<file path="config.mk">
export PLATFORM = sky130hd
export DESIGN_NAME = drum_pad_hit_poll_responder_flat
export DESIGN_NICKNAME = d
export VERILOG_FILES = /design/src/design/dphpr_pkg.sv /design/src/design/dphpr_if.sv /design/src/design/dphpr_ctrl.sv /design/src/design/dphpr_datapath.sv /design/src/design/drum_pad_hit_poll_responder.sv /design/src/flat_wrapper.sv
export SDC_FILE = /design/constraint.sdc
export NUM_CORES = 1
export LEC_CHECK = 0
export ABC_AREA = 0
export BUFFER_PORTS_ARGS = -buffer_cell sky130_fd_sc_hd__buf_4
export CAP_MARGIN = 0
export CELL_PAD_IN_SITES_DETAIL_PLACEMENT = 1
export CELL_PAD_IN_SITES_GLOBAL_PLACEMENT = 1
export CORE_MARGIN = 2
export CORE_UTILIZATION = 40
export DETAILED_ROUTE_END_ITERATION = 16
export PLACE_DENSITY = 0.69
export REMOVE_ABC_BUFFERS = 1
export SYNTH_ARGS = -nofsm -noshare
export SYNTH_HDL_FRONTEND = slang
export SYNTH_SLANG_ARGS = --single-unit
export TNS_END_PERCENT = 1
</file>
<file path="constraint.sdc">
create_clock -name clk_i -period 8.4 [get_ports clk_i]
set_clock_uncertainty 0.2 [all_clocks]
set_input_delay 1.68 -clock clk_i [delete_from_list [all_inputs] [get_ports clk_i]]
set_output_delay 1.68 -clock clk_i [all_outputs]
set_load 0.05 [all_outputs]
</file>
<file path="src/design/dphpr_pkg.sv">
// ----------------------------------------------------------------------------
// dphpr_pkg: shared types and constants of the drum pad hit poll responder
// Holds command bytes, register indexes, pad note resets and the
// controller/datapath command and status structs.
// ----------------------------------------------------------------------------
package dphpr_pkg;

  // Pad slots that have a note register; the active pad count is at most this
  localparam int unsigned PAD_SLOTS     = 6;
  localparam int unsigned PAD_COUNT_DEF = 6;

  // Field widths
  localparam int unsigned NOTE_W = 7;
  localparam int unsigned VEL_W  = 7;
  localparam int unsigned BYTE_W = 8;
  localparam int unsigned CHAN_W = 4;
  localparam int unsigned CNT_W  = 3;

  // Configuration port
  localparam int unsigned CFG_IDX_W  = 3;
  localparam int unsigned CFG_DATA_W = 7;
  localparam logic [CFG_IDX_W-1:0] CFG_MIDI_CHANNEL = 3'd0;
  localparam logic [CFG_IDX_W-1:0] CFG_PAD0_NOTE    = 3'd1;

  // Host command bytes and MIDI status
  localparam logic [BYTE_W-1:0] CMD_POLL       = 8'hAA;
  localparam logic [BYTE_W-1:0] CMD_FETCH      = 8'h55;
  localparam logic [BYTE_W-1:0] STATUS_NOTE_ON = 8'h90;

  // Reset values
  localparam logic [CHAN_W-1:0] MIDI_CHANNEL_RST = 4'd9;
  localparam logic [NOTE_W-1:0] PAD_NOTE_RST [PAD_SLOTS] =
    '{7'd45, 7'd38, 7'd46, 7'd48, 7'd49, 7'd36};

  // Action codes
  localparam logic ACT_NOTE_ON = 1'b0;
  localparam logic ACT_HOST    = 1'b1;

  typedef enum logic [1:0] {
    ST_IDLE,
    ST_SCAN,
    ST_COUNT,
    ST_FETCH
  } dphpr_state_e;

  // Byte position inside one three-byte note-on message
  typedef enum logic [1:0] {
    PH_STATUS,
    PH_NOTE,
    PH_VEL
  } dphpr_phase_e;

  typedef struct packed {
    logic note_store;
    logic scan_init;
    logic scan_step;
    logic emit_count;
    logic fetch_init;
    logic emit_msg;
    logic fetch_clear;
  } dphpr_cmd_t;

  typedef struct packed {
    logic out_free;
    logic scan_last;
    logic count_nz;
    logic msg_last;
    logic item_note;
    logic item_poll;
    logic item_fetch;
  } dphpr_sts_t;

endpackage

</file>
<file path="src/design/dphpr_if.sv">
// ----------------------------------------------------------------------------
// dphpr_if: request channels of the drum pad hit poll responder
// Input channel (note-on events and host bytes) and reply byte channel.
// ----------------------------------------------------------------------------
interface dphpr_in_if;
  logic       valid;
  logic       ready;
  logic       action;
  logic [6:0] note_number;
  logic [6:0] hit_velocity;
  logic [7:0] host_byte;

  modport source (output valid, action, note_number, hit_velocity, host_byte,
                  input ready);
  modport sink   (input valid, action, note_number, hit_velocity, host_byte,
                  output ready);
endinterface

interface dphpr_out_if;
  logic       valid;
  logic       ready;
  logic [7:0] reply_byte;
  logic       last_byte;

  modport source (output valid, reply_byte, last_byte, input ready);
  modport sink   (input valid, reply_byte, last_byte, output ready);
endinterface

</file>
<file path="src/design/dphpr_ctrl.sv">
// ----------------------------------------------------------------------------
// dphpr_ctrl: sequencer of the drum pad hit poll responder
// Accepts requests in idle, walks the pads on a poll and walks the message
// buffer on a fetch, one output byte per free output slot.
// ----------------------------------------------------------------------------
module dphpr_ctrl import dphpr_pkg::*; (
  input  logic       clk_i,
  input  logic       rst_ni,
  input  logic       in_valid_i,
  output logic       in_ready_o,
  input  dphpr_sts_t sts_i,
  output dphpr_cmd_t cmd_o
);

  dphpr_state_e state_q, state_d;

  // State register
  always_ff @(posedge clk_i or negedge rst_ni) begin
    if (!rst_ni) begin
      state_q <= ST_IDLE;
    end else begin
      state_q <= state_d;
    end
  end

  // Next state and commands
  always_comb begin
    state_d    = state_q;
    cmd_o      = '0;
    in_ready_o = 1'b0;
    case (state_q)
      ST_IDLE: begin
        in_ready_o = 1'b1;
        if (in_valid_i) begin
          if (sts_i.item_note) begin
            cmd_o.note_store = 1'b1;
          end else if (sts_i.item_poll) begin
            cmd_o.scan_init = 1'b1;
            state_d         = ST_SCAN;
          end else if (sts_i.item_fetch && sts_i.count_nz) begin
            cmd_o.fetch_init = 1'b1;
            state_d          = ST_FETCH;
          end
        end
      end
      ST_SCAN: begin
        cmd_o.scan_step = 1'b1;
        if (sts_i.scan_last) begin
          state_d = ST_COUNT;
        end
      end
      ST_COUNT: begin
        if (sts_i.out_free) begin
          cmd_o.emit_count = 1'b1;
          state_d          = ST_IDLE;
        end
      end
      ST_FETCH: begin
        if (sts_i.out_free) begin
          cmd_o.emit_msg = 1'b1;
          if (sts_i.msg_last) begin
            cmd_o.fetch_clear = 1'b1;
            state_d           = ST_IDLE;
          end
        end
      end
      default: begin
        state_d = ST_IDLE;
      end
    endcase
  end

endmodule

</file>
<file path="src/design/dphpr_datapath.sv">
// ----------------------------------------------------------------------------
// dphpr_datapath: storage and byte path of the drum pad hit poll responder
// Configuration registers, pending velocities, message buffer, counters
// and the output byte register.
// ----------------------------------------------------------------------------
module dphpr_datapath import dphpr_pkg::*; #(
  parameter int unsigned PadCount = PAD_COUNT_DEF
) (
  input  logic                  clk_i,
  input  logic                  rst_ni,
  input  logic                  cfg_we_i,
  input  logic [CFG_IDX_W-1:0]  cfg_idx_i,
  input  logic [CFG_DATA_W-1:0] cfg_wdata_i,
  input  logic                  in_action_i,
  input  logic [NOTE_W-1:0]     in_note_i,
  input  logic [VEL_W-1:0]      in_vel_i,
  input  logic [BYTE_W-1:0]     in_host_i,
  input  dphpr_cmd_t            cmd_i,
  output dphpr_sts_t            sts_o,
  input  logic                  out_ready_i,
  output logic                  out_valid_o,
  output logic [BYTE_W-1:0]     out_byte_o,
  output logic                  out_last_o
);

  localparam int unsigned IdxW = (PadCount > 1) ? $clog2(PadCount) : 1;

  logic [CHAN_W-1:0] chan_q;
  logic [NOTE_W-1:0] pad_note_q   [PAD_SLOTS];
  logic [NOTE_W-1:0] pad_note_use [PadCount];
  logic [VEL_W-1:0]  pend_q       [PadCount];
  logic [NOTE_W-1:0] buf_note_q   [PadCount];
  logic [VEL_W-1:0]  buf_vel_q    [PadCount];

  logic [IdxW-1:0]  scan_idx_q;
  logic [IdxW-1:0]  ent_q;
  logic [CNT_W-1:0] n_q;
  logic [CNT_W-1:0] cnt_q;
  dphpr_phase_e     phase_q;

  logic              out_valid_q;
  logic [BYTE_W-1:0] out_byte_q;
  logic              out_last_q;

  logic              hit;
  logic [IdxW-1:0]   hit_idx;
  logic [VEL_W-1:0]  pend_cur;
  logic              pend_nz;
  logic              scan_last;
  logic              ent_last;
  logic              msg_last;
  logic              out_free;
  logic [BYTE_W-1:0] msg_byte;

  // Configuration registers
  always_ff @(posedge clk_i or negedge rst_ni) begin
    if (!rst_ni) begin
      chan_q <= MIDI_CHANNEL_RST;
      for (int i = 0; i < PAD_SLOTS; i++) begin
        pad_note_q[i] <= PAD_NOTE_RST[i];
      end
    end else if (cfg_we_i) begin
      if (cfg_idx_i == CFG_MIDI_CHANNEL) begin
        chan_q <= cfg_wdata_i[CHAN_W-1:0];
      end
      for (int i = 0; i < PAD_SLOTS; i++) begin
        if (cfg_idx_i == CFG_PAD0_NOTE + CFG_IDX_W'(i)) begin
          pad_note_q[i] <= cfg_wdata_i[NOTE_W-1:0];
        end
      end
    end
  end

  // Only the active pads take part in matching and polling
  for (genvar g = 0; g < PadCount; g++) begin : g_pad_use
    assign pad_note_use[g] = pad_note_q[g];
  end

  // Note match: lowest pad wins
  always_comb begin
    hit     = 1'b0;
    hit_idx = '0;
    for (int i = PadCount - 1; i >= 0; i--) begin
      if (pad_note_use[i] == in_note_i) begin
        hit     = 1'b1;
        hit_idx = IdxW'(i);
      end
    end
  end

  assign pend_cur  = pend_q[scan_idx_q];
  assign pend_nz   = (pend_cur != '0);
  assign scan_last = (scan_idx_q == IdxW'(PadCount - 1));

  // Pending velocities
  always_ff @(posedge clk_i or negedge rst_ni) begin
    if (!rst_ni) begin
      for (int i = 0; i < PadCount; i++) begin
        pend_q[i] <= '0;
      end
    end else begin
      if (cmd_i.note_store && hit) begin
        pend_q[hit_idx] <= in_vel_i;
      end
      if (cmd_i.scan_step && pend_nz) begin
        pend_q[scan_idx_q] <= '0;
      end
    end
  end

  // Message buffer, written at the pack pointer
  always_ff @(posedge clk_i) begin
    if (cmd_i.scan_step && pend_nz) begin
      buf_note_q[n_q[IdxW-1:0]] <= pad_note_use[scan_idx_q];
      buf_vel_q[n_q[IdxW-1:0]]  <= pend_cur;
    end
  end

  // Scan, pack and fetch counters
  always_ff @(posedge clk_i or negedge rst_ni) begin
    if (!rst_ni) begin
      scan_idx_q <= '0;
      n_q        <= '0;
      cnt_q      <= '0;
      ent_q      <= '0;
      phase_q    <= PH_STATUS;
    end else begin
      if (cmd_i.scan_init) begin
        scan_idx_q <= '0;
        n_q        <= '0;
      end else if (cmd_i.scan_step) begin
        if (!scan_last) begin
          scan_idx_q <= scan_idx_q + IdxW'(1);
        end
        if (pend_nz) begin
          n_q <= n_q + CNT_W'(1);
        end
      end

      if (cmd_i.emit_count) begin
        cnt_q <= n_q;
      end else if (cmd_i.fetch_clear) begin
        cnt_q <= '0;
      end

      if (cmd_i.fetch_init) begin
        ent_q   <= '0;
        phase_q <= PH_STATUS;
      end else if (cmd_i.emit_msg) begin
        case (phase_q)
          PH_STATUS: phase_q <= PH_NOTE;
          PH_NOTE:   phase_q <= PH_VEL;
          PH_VEL: begin
            phase_q <= PH_STATUS;
            if (!ent_last) begin
              ent_q <= ent_q + IdxW'(1);
            end
          end
          default: phase_q <= PH_STATUS;
        endcase
      end
    end
  end

  // Current message byte
  assign ent_last = (CNT_W'(ent_q) == cnt_q - CNT_W'(1));
  assign msg_last = ent_last && (phase_q == PH_VEL);

  always_comb begin
    case (phase_q)
      PH_STATUS: msg_byte = STATUS_NOTE_ON | BYTE_W'(chan_q);
      PH_NOTE:   msg_byte = BYTE_W'(buf_note_q[ent_q]);
      PH_VEL:    msg_byte = BYTE_W'(buf_vel_q[ent_q]);
      default:   msg_byte = '0;
    endcase
  end

  // Output register
  assign out_free = !out_valid_q || out_ready_i;

  always_ff @(posedge clk_i or negedge rst_ni) begin
    if (!rst_ni) begin
      out_valid_q <= 1'b0;
    end else if (cmd_i.emit_count || cmd_i.emit_msg) begin
      out_valid_q <= 1'b1;
    end else if (out_ready_i) begin
      out_valid_q <= 1'b0;
    end
  end

  always_ff @(posedge clk_i) begin
    if (cmd_i.emit_count) begin
      out_byte_q <= BYTE_W'(n_q);
      out_last_q <= 1'b1;
    end else if (cmd_i.emit_msg) begin
      out_byte_q <= msg_byte;
      out_last_q <= msg_last;
    end
  end

  assign out_valid_o = out_valid_q;
  assign out_byte_o  = out_byte_q;
  assign out_last_o  = out_last_q;

  // Status to the sequencer
  always_comb begin
    sts_o            = '0;
    sts_o.out_free   = out_free;
    sts_o.scan_last  = scan_last;
    sts_o.count_nz   = (cnt_q != '0);
    sts_o.msg_last   = msg_last;
    sts_o.item_note  = (in_action_i == ACT_NOTE_ON);
    sts_o.item_poll  = (in_action_i == ACT_HOST) && (in_host_i == CMD_POLL);
    sts_o.item_fetch = (in_action_i == ACT_HOST) && (in_host_i == CMD_FETCH);
  end

endmodule

</file>
<file path="src/design/drum_pad_hit_poll_responder.sv">
// ----------------------------------------------------------------------------
// drum_pad_hit_poll_responder: pending drum hits answered to host polls
// Top level: sequencer, datapath, channel hookup and checks.
// ----------------------------------------------------------------------------
// Usage:
//   in_if carries one request per handshake: a local note-on (action 0,
//   note_number, hit_velocity) or a host byte (action 1, host_byte).
//   out_if returns reply bytes; last_byte marks the end of each reply.
//   cfg_we_i/cfg_idx_i/cfg_wdata_i write the MIDI channel (index 0) and the
//   pad notes (indexes 1 to 6); write only while the block is idle.
// Timing:
//   A note-on gives no reply.
//   A poll (0xAA) scans one pad per cycle, then loads the count byte
//   into the output register once the output slot is free.
//   A fetch (0x55) with count n sends 3*n bytes, one per cycle while
//   the output slot is free, paced by the single output register.
//   Other host bytes give no reply.
//   One request is worked at a time; a new one is taken as soon as the
//   last byte of the previous reply sits in the output register.
// Reset clears pending hits, the count and the output valid flag and loads
// the default channel and pad notes. A stalled receiver holds the output
// byte and the sequencer waits for the slot to free.
// ----------------------------------------------------------------------------
module drum_pad_hit_poll_responder import dphpr_pkg::*; #(
  parameter int unsigned PadCount = PAD_COUNT_DEF
) (
  input  logic                  clk_i,
  input  logic                  rst_ni,
  input  logic                  cfg_we_i,
  input  logic [CFG_IDX_W-1:0]  cfg_idx_i,
  input  logic [CFG_DATA_W-1:0] cfg_wdata_i,
  dphpr_in_if.sink              in_if,
  dphpr_out_if.source           out_if
);

  dphpr_cmd_t cmd;
  dphpr_sts_t sts;
  logic       in_ready;

  assign in_if.ready = in_ready;

  // Sequencer
  dphpr_ctrl u_ctrl (
    .clk_i      (clk_i),
    .rst_ni     (rst_ni),
    .in_valid_i (in_if.valid),
    .in_ready_o (in_ready),
    .sts_i      (sts),
    .cmd_o      (cmd)
  );

  // Storage and byte path
  dphpr_datapath #(
    .PadCount (PadCount)
  ) u_datapath (
    .clk_i       (clk_i),
    .rst_ni      (rst_ni),
    .cfg_we_i    (cfg_we_i),
    .cfg_idx_i   (cfg_idx_i),
    .cfg_wdata_i (cfg_wdata_i),
    .in_action_i (in_if.action),
    .in_note_i   (in_if.note_number),
    .in_vel_i    (in_if.hit_velocity),
    .in_host_i   (in_if.host_byte),
    .cmd_i       (cmd),
    .sts_o       (sts),
    .out_ready_i (out_if.ready),
    .out_valid_o (out_if.valid),
    .out_byte_o  (out_if.reply_byte),
    .out_last_o  (out_if.last_byte)
  );

  // A byte is only loaded into a free output slot
  assert property (@(posedge clk_i) disable iff (!rst_ni)
    (cmd.emit_count || cmd.emit_msg) |-> sts.out_free)
    else $error("reply byte loaded over a waiting byte");

  // Count reply and message bytes never load together
  assert property (@(posedge clk_i) disable iff (!rst_ni)
    !(cmd.emit_count && cmd.emit_msg))
    else $error("two reply bytes loaded at once");

  // An accepted poll keeps the input closed while the pads are scanned
  assert property (@(posedge clk_i) disable iff (!rst_ni)
    (in_if.valid && in_ready && (in_if.action == ACT_HOST) &&
     (in_if.host_byte == CMD_POLL)) |=> !in_ready)
    else $error("request accepted during pad scan");

  // The last message byte clears the buffered count
  assert property (@(posedge clk_i) disable iff (!rst_ni)
    cmd.fetch_clear |=> !sts.count_nz)
    else $error("count not cleared after fetch");

endmodule
</file>
<file path="src/flat_wrapper.sv">
// flat-port wrapper written by rule: the top's interface ports become plain ports
module drum_pad_hit_poll_responder_flat import dphpr_pkg::*;
#(
  parameter int unsigned PadCount = PAD_COUNT_DEF
)
  (clk_i, rst_ni, cfg_we_i, cfg_idx_i, cfg_wdata_i, in_if_valid, in_if_action, in_if_note_number, in_if_hit_velocity, in_if_host_byte, in_if_ready, out_if_valid, out_if_reply_byte, out_if_last_byte, out_if_ready);
  dphpr_in_if in_if_i ();
  dphpr_out_if out_if_i ();
  input  logic clk_i;
  input  logic rst_ni;
  input  logic cfg_we_i;
  input  logic [CFG_IDX_W-1:0] cfg_idx_i;
  input  logic [CFG_DATA_W-1:0] cfg_wdata_i;
  input wire logic [$bits(in_if_i.valid)-1:0] in_if_valid;
  input wire logic [$bits(in_if_i.action)-1:0] in_if_action;
  input wire logic [$bits(in_if_i.note_number)-1:0] in_if_note_number;
  input wire logic [$bits(in_if_i.hit_velocity)-1:0] in_if_hit_velocity;
  input wire logic [$bits(in_if_i.host_byte)-1:0] in_if_host_byte;
  output wire logic [$bits(in_if_i.ready)-1:0] in_if_ready;
  output wire logic [$bits(out_if_i.valid)-1:0] out_if_valid;
  output wire logic [$bits(out_if_i.reply_byte)-1:0] out_if_reply_byte;
  output wire logic [$bits(out_if_i.last_byte)-1:0] out_if_last_byte;
  input wire logic [$bits(out_if_i.ready)-1:0] out_if_ready;
  assign in_if_i.valid = in_if_valid;
  assign in_if_i.action = in_if_action;
  assign in_if_i.note_number = in_if_note_number;
  assign in_if_i.hit_velocity = in_if_hit_velocity;
  assign in_if_i.host_byte = in_if_host_byte;
  assign in_if_ready = in_if_i.ready;
  assign out_if_valid = out_if_i.valid;
  assign out_if_reply_byte = out_if_i.reply_byte;
  assign out_if_last_byte = out_if_i.last_byte;
  assign out_if_i.ready = out_if_ready;
  drum_pad_hit_poll_responder #(.PadCount(PadCount)) u_core (.clk_i(clk_i), .rst_ni(rst_ni), .cfg_we_i(cfg_we_i), .cfg_idx_i(cfg_idx_i), .cfg_wdata_i(cfg_wdata_i), .in_if(in_if_i), .out_if(out_if_i));
endmodule
</file>
==> flow_metrics.tcl <==
set metrics [dict create \
    die-area_um2 25000 \
    die_y_um 158 \
    period_share_pct 53.6 \
    status "finished clean" \
    overflow 0 \
    fin_crit_ps 4500 \
    h-tree-depth 4 \
    syn_to_final_growth_pct 12.3 \
    drive_gt1_share_pct 25.3 \
    maxSlewHeadroom_pct 9.65 \
    io_pins 49 \
    final_cell_area_um2 10700 \
    cts_sinks 198 \
    clock-root-buffer "clkbuf_16" \
    drcViolationCount 0 \
    wl_mm 24.8 \
    hold_path_depth 2 \
    synth-edff-count 87 \
    ys_types 66 \
    clk_latency_ps 450 \
    critical_path_peak_fanout 41 \
    cts.repair.resized 0 \
    max-clock-path-buffers 2 \
    cp.required_ps 8260 \
    synth_area_um2 9500 \
    antennaDiodeCount 0 \
    setup_viol 0 \
    synthArstFlopShare_pct 53.0 \
    cts_setup_buffers 0 \
    clk_pin_slew_ps 80 \
    viasPerCell 5.66 \
    p_per_area_nw_per_um2 258 \
    grt_pass1_vias 6788 \
    die_w_um 158 \
    wl_per_cell_um 22.6 \
    antenna_found_initial 0 \
    timing.fmax_mhz 222 \
    syn_inst 741 \
    via_count 6206 \
    avgSynthCellArea_um2 12.8 \
    grt_max_degree 76 \
    nFillCells 2455 \
    numPortBuffers 48 \
    place_congestion 0.826 \
    ir_drop_v 0.000133 \
    ys_seq_area_share_pct 56.7 \
    worst_setup_path_start_kind "register" \
    worst_slew_pin_slew_ps 1350 \
    hp-class "reg -> reg" \
    yosysWarnings 0 \
    hold_buffers 0 \
    dp_hpwl_mm 17.5 \
    drtPass1Iterations 5 \
    ys_seq_elements 198 \
    core_um2 23400 \
    slew_viol_final 0 \
    reg2regPathDepth 9 \
    drt-initial-drc-count 547 \
    tritoncts "done" \
    initial_core_util_pct 40.6 \
    critPathArrivalTime_ps 4360 \
    finalSetupTns_ps 0 \
    place_area_um2 10100 \
    critPathKind "reg -> reg" \
    cp-end-kind "register" \
    p_leak_nw 4.08 \
    cts_buffers 17 \
    hold_viol_final 0 \
    synth_flop_cell "edfxtp_1" \
    totalPowerFinal_mw 2.75 \
    num_rows 56 \
    grt_first_pass_wirelength_mm 39.2 \
    rsz0062_at_grt "false" \
    cap_violations 0 \
    drtAntennaViolNets 0 \
    track_usage_pct 21.1 \
    nets 809 \
]
metrics by stage:
step | instances | hold WS (ps) | setup WS, ps | util [%]
finish | 1097 | 245 | 3900 | 45.6
global route | 1097 | 274 | 3650 | 45.6
CTS | 1097 | 250 | 3960 | 45.6
detailed placement | 1065 | 240 | 3980 | 43.2
global placement | 1065 | 227 | 4120 | 43.2
floorplan | 692 | 245 | 2990 | -
synth_stat cells (2+ instances only):
master     count  area share, %
edfxtp_1      87             27
dfrtp_1       85             22
mux2i_1       66            7.0
mux2_2        54            6.4
nor2_1        44            1.7
a21oi_1       40            2.1
nand2_1       35            1.4
a31oi_1       27            1.8
xor2_1        26            2.4
xnor2_1       25            2.3
nor3_1        21            1.1
clkbuf_1      20           0.79
dfstp_2       20            5.5
buf_2         18           0.95
mux4_2        16            3.8
inv_1         13           0.51
o21ai_0       10           0.53
o22ai_1       10           0.66
a22oi_1        9           0.71
nor2b_1        7           0.46
dfxtp_1        6            1.3
ha_1           6           0.79
nand2b_1       6           0.40
nand4_1        6           0.40
and2_1         5           0.33
buf_1          5           0.20
nand4b_1       5           0.46
nor3b_1        5           0.40
nor4_1         5           0.33
a211oi_1       3           0.24
a2bb2oi_1      3           0.28
a32o_1         3           0.32
a32oi_1        3           0.28
buf_4          3           0.24
nand3_1        3           0.16
or2_2          3           0.20
a21o_1         2           0.16
a221o_1        2           0.21
and3_1         2           0.13
and4_1         2           0.18
buf_6          2           0.24
o21ai_1        2           0.11
o221a_2        2           0.24
o221ai_1       2           0.18
path summary, 6_finish.rpt:
path / startpoint / endpoint / slack, ps
hold / removal: u_core.u_datapath.out_byte_o[4] / u_core.u_datapath.out_byte_o[4] / 250
min in group asynchronous: rst_ni / u_core.u_datapath.ent_q[2] / 1000
setup reg to reg: u_core.u_datapath.scan_idx_q[2] / u_core.u_datapath.buf_vel_q[3][1] / 3900
max in group asynchronous: rst_ni / u_core.u_datapath.pend_q[23] / 5670
setup / recovery: u_core.u_datapath.scan_idx_q[2] / u_core.u_datapath.buf_vel_q[3][1] / 3900
hold reg to reg: u_core.u_datapath.out_byte_o[4] / u_core.u_datapath.out_byte_o[4] / 250
sequential cells by signal, indices dropped and copies added (netlist names):
signal	cells
u_core.u_ctrl.state_q	2
u_core.u_datapath.buf_note_q	42
u_core.u_datapath.buf_vel_q	42
u_core.u_datapath.chan_q	4
u_core.u_datapath.cnt_q	3
u_core.u_datapath.ent_q	3
u_core.u_datapath.n_q	3
u_core.u_datapath.out_byte_o	8
u_core.u_datapath.out_last_o	1
u_core.u_datapath.out_valid_o	1
u_core.u_datapath.pad_note_q	42
u_core.u_datapath.pend_q	42
u_core.u_datapath.phase_q	2
u_core.u_datapath.scan_idx_q	3
report_power, final:
part	leakage (nW)	switching [mW]	total [mW]	internal, mW
logic	1.70	0.413	0.666	0.252
registers	2.11	0.0992	1.28	1.18
clock network	0.272	0.392	0.811	0.419
total	4.08	0.905	2.75	1.85
metal layers:
layer  wire length (um)  share of wire, %  global-route usage, %
met5                  0                 0                      0
met4                465               1.9                   6.52
met3                928               3.7                   4.02
met2              12600                51                   36.1
met1              10800                43                   27.0
placed cells by master, fill, tap and decap left out, drive strengths merged, types with 9 or more instances in the layout:
master,instances
inv,20
mux4,16
nor3,22
a31oi,27
a21oi,40
mux2,54
xor2,26
nand2,35
xnor2,25
a22oi,9
nor2,44
dfrtp,85
mux2i,66
buf,54
o21ai,12
o22ai,10
dfstp,20
clkbuf,19
edfxtp,87
critical path, cell delays in order (launching register included):
cell,delay (ps)
dfrtp_1,370
buf_4,260
nor2b_1,750
a22oi_1,160
o221a_2,350
and4_1,190
a41oi_2,220
buf_4,440
nand2_1,180
nor3b_2,980
final cells by class:
cell class | count | area (um^2) | share of cell area, %
timing repair buffer | 54 | 405 | 3.80
clock buffer | 19 | 433 | 4.06
inverter | 13 | 48.8 | 0.457
sequential | 198 | 5390 | 50.5
clock inverter | 13 | 135 | 1.27
multi-input combinational | 481 | 3860 | 36.2
tap | 319 | 399 | 3.74
cell families after synthesis:
logic type | after synthesis | share of synthesized area, %
DFF | 198 | 56.7
and+or+nand+nor | 161 | 8.94
muxes | 136 | 17.1
AOI/OAI and AO/OA | 127 | 8.76
buffers and inverters | 62 | 2.98
xor gates and xnor gates | 51 | 4.70
adders and majority gates | 6 | 0.790
No activity file was read; power rests on OpenSTA's default activity.
